[config.mk]
export PLATFORM = sky130hd
export DESIGN_NAME = ple_cell
export DESIGN_NICKNAME = d
export VERILOG_FILES = /design/src/hw/rtl/ple_pkg.sv /design/src/hw/rtl/ple_cell.sv
export SDC_FILE = /design/constraint.sdc
export NUM_CORES = 1
export LEC_CHECK = 0
export ABC_AREA = 0
export BUFFER_PORTS_ARGS = -buffer_cell sky130_fd_sc_hd__buf_2
export CAP_MARGIN = 20
export CORE_ASPECT_RATIO = 0.5
export CORE_UTILIZATION = 45
export DETAILED_ROUTE_END_ITERATION = 8
export GPL_TIMING_DRIVEN = 0
export PLACE_DENSITY = 0.92
export SYNTH_ARGS = -nofsm -noshare
export SYNTH_HDL_FRONTEND = slang
export SYNTH_SLANG_ARGS = --single-unit
[constraint.sdc]
create_clock -name clk -period 2.68 [get_ports clk]
set_input_delay 0 -clock clk [delete_from_list [all_inputs] [get_ports clk]]
set_output_delay 0 -clock clk [all_outputs]
set_load 0.05 [all_outputs]
[src/hw/rtl/ple_pkg.sv]
// Package for the positional list engine: sizes, request and status codes,
// and the control struct broadcast from the top level to the row of cells.
// No dependencies.
package ple_pkg;

  localparam int DEPTH = 64;
  localparam int PW    = 8;
  localparam int DW    = 32;
  localparam int IW    = (DEPTH > 1) ? $clog2(DEPTH) : 1;
  localparam int CW    = $clog2(DEPTH + 1);
  localparam int XW    = ((CW > PW) ? CW : PW) + 1;
  localparam int OCW   = 7;

  localparam logic [1:0] KIND_INSERT = 2'd0;
  localparam logic [1:0] KIND_REMOVE = 2'd1;
  localparam logic [1:0] KIND_READ   = 2'd2;
  localparam logic [1:0] KIND_CLEAR  = 2'd3;

  localparam logic [1:0] ST_OK    = 2'd0;
  localparam logic [1:0] ST_EMPTY = 2'd1;
  localparam logic [1:0] ST_FULL  = 2'd2;

  typedef enum logic [1:0] {
    CELL_HOLD,
    CELL_INSERT,
    CELL_REMOVE
  } cell_op_t;

  typedef struct packed {
    cell_op_t          op;
    logic [IW-1:0]     idx;
    logic [DW-1:0]     value;
  } cell_ctl_t;

endpackage

[src/hw/rtl/ple_cell.sv]
// One list entry of the positional list engine. Takes the left neighbor on
// insert, the right neighbor on remove, and taps its entry for reads.
// Depends on ple_pkg.
module ple_cell (
  input  logic                      clk,
  input  ple_pkg::cell_ctl_t        ctl,
  input  logic [ple_pkg::IW-1:0]    my_index,
  input  logic [ple_pkg::DW-1:0]    left_d,
  input  logic [ple_pkg::DW-1:0]    right_d,
  output logic [ple_pkg::DW-1:0]    data_q,
  output logic [ple_pkg::DW-1:0]    rd_tap
);

  logic [ple_pkg::DW-1:0] data_r;
  logic [ple_pkg::DW-1:0] data_nxt;

  always_comb begin
    data_nxt = data_r;
    case (ctl.op)
      ple_pkg::CELL_INSERT: begin
        if (my_index > ctl.idx) begin
          data_nxt = left_d;
        end else if (my_index == ctl.idx) begin
          data_nxt = ctl.value;
        end
      end
      ple_pkg::CELL_REMOVE: begin
        if (my_index >= ctl.idx) begin
          data_nxt = right_d;
        end
      end
      default: data_nxt = data_r;
    endcase
  end

  always_ff @(posedge clk) begin
    data_r <= data_nxt;
  end

  assign data_q = data_r;
  assign rd_tap = (my_index == ctl.idx) ? data_r : '0;

endmodule

After elaboration in Yosys (flattened, before gate mapping)
Cells that the tools add are included.

Reductions and logical operators: 2. Mux-type cells: 5. Eq/ne operators: 5. Magnitude comparators: 2.

Operators by type and width (number): $mux 32 (4); $pmux 32 s2 (1); $eq 6x6->1 (1); $ge 6x6->1 (1); $gt 6x6->1 (1); $ne 3x3->1 const B (1); $reduce_and 3->1 (1); $eq 2x1->1 const B (1); $eq 2x2->1 const B (1); $ne 2x2->1 const B (1); $reduce_bool 2->1 (1).

Bits of input ports: 111. Output and inout port bits: 64. Register bits after elaboration: 32. Word-level logic and storage cells: 15.

Longest topological paths before layout
Depth in word-level cells: 4. Gate-level depth with buffers: 8.

Worst setup path after synthesis
OpenSTA, ideal clock, no wires.

Kind: input to register. From: input port ctl[37] (netlist name). To: register data_r (netlist bit data_q[0]) (enable). Buffers on the path: 1. Stages on the path: 7. Path slack: 0.283 ns. Arrival time: 1.995 ns. Path through: inv_1 ha_1 and4_4 and3_4 buf_12 nor2_1 a41oi_2.

Longest elaborated chain between the ends: 3. Elaborated cells between the ends (all ways): 6. Those cells by class: order compare (2); eq/ne (3); reduce/logical (1).

RTL lines: from (decl) (line ple_cell.sv:6) `input ple_pkg::cell_ctl_t ctl,`; $gt 6x6->1, or another cell as far along (line ple_cell.sv:21) `if (my_index > ctl.idx) begin`; $ne 3x3->1 (no source line) / $ne 2x2->1 (equally long branches); $reduce_and 3->1 (no source line) (*); to (signal assigned) (line ple_cell.sv:37) `data_r <= data_nxt;`; to (decl) (line ple_cell.sv:14) `logic [ple_pkg::DW-1:0] data_r;`.

Every way passes the cells marked *; elsewhere a longest branch is shown, timed or not. A chain may end at the register's enable or synchronous reset.

Final worst setup path
From: input port ctl[37] (netlist name). To: register data_r (netlist bit data_q[30]) (enable).

Same word-level chain as after synthesis.

==> out/summary.txt <==
DRT antenna net count: 0
Clock tree from TritonCTS: built
Final Util: 66.8%
Root buffer cell: clkbuf_16
Fmax: 494 MHz
Setup_tns: 0 ns
Crit Path Category: in2reg
Synth unique cells: 27
Vias in the first global route: 2976
Routed Wire Length: 9.47 mm
Worst path required time: 2.66 ns
Fill count: 509
Dpl cell area: 0.00398 sq mm
DPL Wire Length: 7.05 mm
Power Density: 540 mW/mm^2
Final hold vios: 0
Layout Nets: 627
Htree depth: 2
Max reg flops: 32
Total Power: 2.24 mW
Yosys warnings: 0
Drt initial violations: 253
Final setup viols: 0
CP Buf/Inv Count: 4
CP max stage cell: a41oi_4
First-pass GRT wire length: 13.9 mm
Internal: 1.37 mW
Worst hold path class: in2reg
Post-cts repair resize count: 0
Ratio of cells with drive above 1 in the final layout: 40.9%
Worst setup EP type: flop
Clock Pin Slew Worst Setup and Hold Paths: 0.05 ns
Status: finished, final reports clean
Switching pwr: 0.865 mW
Port Buffer Count: 174
Synthesis-stage register bit count: 32
Largest net degree at the start of global routing: 21
Cell Chain, Critical Path: buf_2, inv_1, ha_1, and4_4, and3_4, buf_12, nor2_1, a41oi_4, buf_16
Largest stage delay, worst path: 0.60 ns
Max Cap Viol: 0
Arr. time, crit path: 2.01 ns
Final worst setup slack: 0.656 ns
Fin. max-slew vios: 0
Post-synth net total: 445
Mapped Avg Cell Area: 9.08 sq um
RSZ-0062 raised after global routing: no
Logic pwr share: 39.2%
Clock Sinks: 32
Leak Pwr: 1.90 nW
Grt ovf: 0
GRT Util Overall: 26.8%
Routed WL per cell: 15.9 microns
Vias: 3414
First-pass detailed-route iteration total: 5
Cell area after layout: 0.00414 sq mm
Final min period: 2.02 ns
Initial antenna violation count: 0
Syn-to-layout area delta: 39.9%
Mapped cell area: 0.00296 sq mm
DP Cell Count: 589
Period utilisation layout: 75.5%
ANT cells: 0
Reg power frac: 32.0%
Clock Path Buffers: 2
Switch share: 38.7%
Worst slew margin: 55.4%
Routed vias/inst: 5.72
Initial core utilization: 47.7%
Ports: 175
Placeable Area: 0.00621 sq mm
Worst Setup Start Kind: input port
Rows: 20
Sequential-to-total area share from yosys stat: 32.5%
Finished Layout Cells: 597
Worst-path maximum fanout: 20
Residual DRC: 0
Hold Slack: 0.0519 ns
Hold-fix buffers at CTS: 0
Maximum vdd ir drop: 0.000262 V
Die height: 59.4 microns
Worst slack, placed: 0.381 ns
Die area: 0.00693 sq mm
Post-CTS Setup Inserts: 0
GPL Wtd Cong: 0.872
Worst slew pin tran: 0.667 ns
Clock power share: 28.7%
Die Wd: 117 microns
TritonCTS buffer count: 5
CP top delay family: compound AO/OA/AOI/OAI gates
Syn Inst Count: 326
-- routing by layer --
layer / share of wire, % / vias to the layer above / track usage, %
met5: 0 / - / 0
met4: 2.3 / 0 / 10.1
met3: 7.5 / 29 / 5.01
met2: 48 / 204 / 45.0
met1: 42 / 1567 / 34.8
li1: - / 1614 / -
-- final timing paths --
check	endpoint	start	depth (start not counted)	slack (ns)
max	data_q[30]	ctl[37]	9	0.66
min	data_q[9]	right_d[9]	3	0.05
-- synthesized netlist by cell type --
cell	number	area [sq um]
a21o_1	1	7.51
a21oi_1	2	10.0
a22oi_1	32	240
a41oi_2	1	16.3
and2_1	32	200
and3_4	1	11.3
and4_4	1	11.3
buf_12	4	80.1
buf_2	8	40.0
buf_4	3	22.5
buf_6	5	56.3
clkbuf_1	18	67.6
clkbuf_2	1	5.00
edfxtp_1	32	961
ha_1	8	100
inv_1	8	30.0
nand2_1	1	3.75
nand3_1	33	165
nand4_1	32	200
nor2_1	3	11.3
nor2b_1	64	400
nor2b_4	1	13.8
o21a_4	1	15.0
o21ai_1	1	5.00
o311ai_0	22	193
o311ai_1	10	87.6
or2_2	1	6.26
-- cells in the final DEF, fill, tap and decap left out, drive strengths merged --
cell type / count
or2: 1
a21o: 1
inv: 8
ha: 8
nand2: 1
edfxtp: 32
and3: 1
o21ai: 1
a41oi: 1
nand3: 33
o21a: 1
clkinv: 2
nor2: 3
nand4: 32
clkbuf: 24
bufinv: 1
a21oi: 2
and2: 32
buf: 195
nor2b: 65
and4: 1
o311ai: 32
a22oi: 32
-- power by group through the flow --
stage | Combinational, mW | Sequential [mW] | Clock, mW
floorplan | 0.284 | 1.05 | 0
global placement | 0.840 | 0.724 | 0
detailed placement | 0.869 | 0.726 | 0
CTS | 0.872 | 0.716 | 0.647
global route | 0.933 | 0.726 | 0.671
finish | 0.877 | 0.716 | 0.642
-- area by class of cell --
type                    instances  area (sq um)  share of cell area (%)
multi-input cells             247          1710                    41.3
repair buffers                175           898                    21.7
inverters                       8          30.0                   0.725
well taps                      88           110                    2.66
flip-flops and latches         32           961                    23.2
clock buffers                   5           125                    3.02
clock inverters                 3          37.5                   0.906
plain buffers                  39           272                    6.55
-- cell families (layout without fill, tap and decap cells) --
family	count (synthesis)	in the layout	synth area share (%)
flip-flops	32	32	32.5
AO/OA/AOI/OAI	70	70	19.4
AND/OR/NAND/NOR	169	169	34.6
buffers and inverters	47	230	10.2
adder cells (fa/ha/maj)	8	8	3.38
Note: power is estimated with default switching activity, not from simulation.
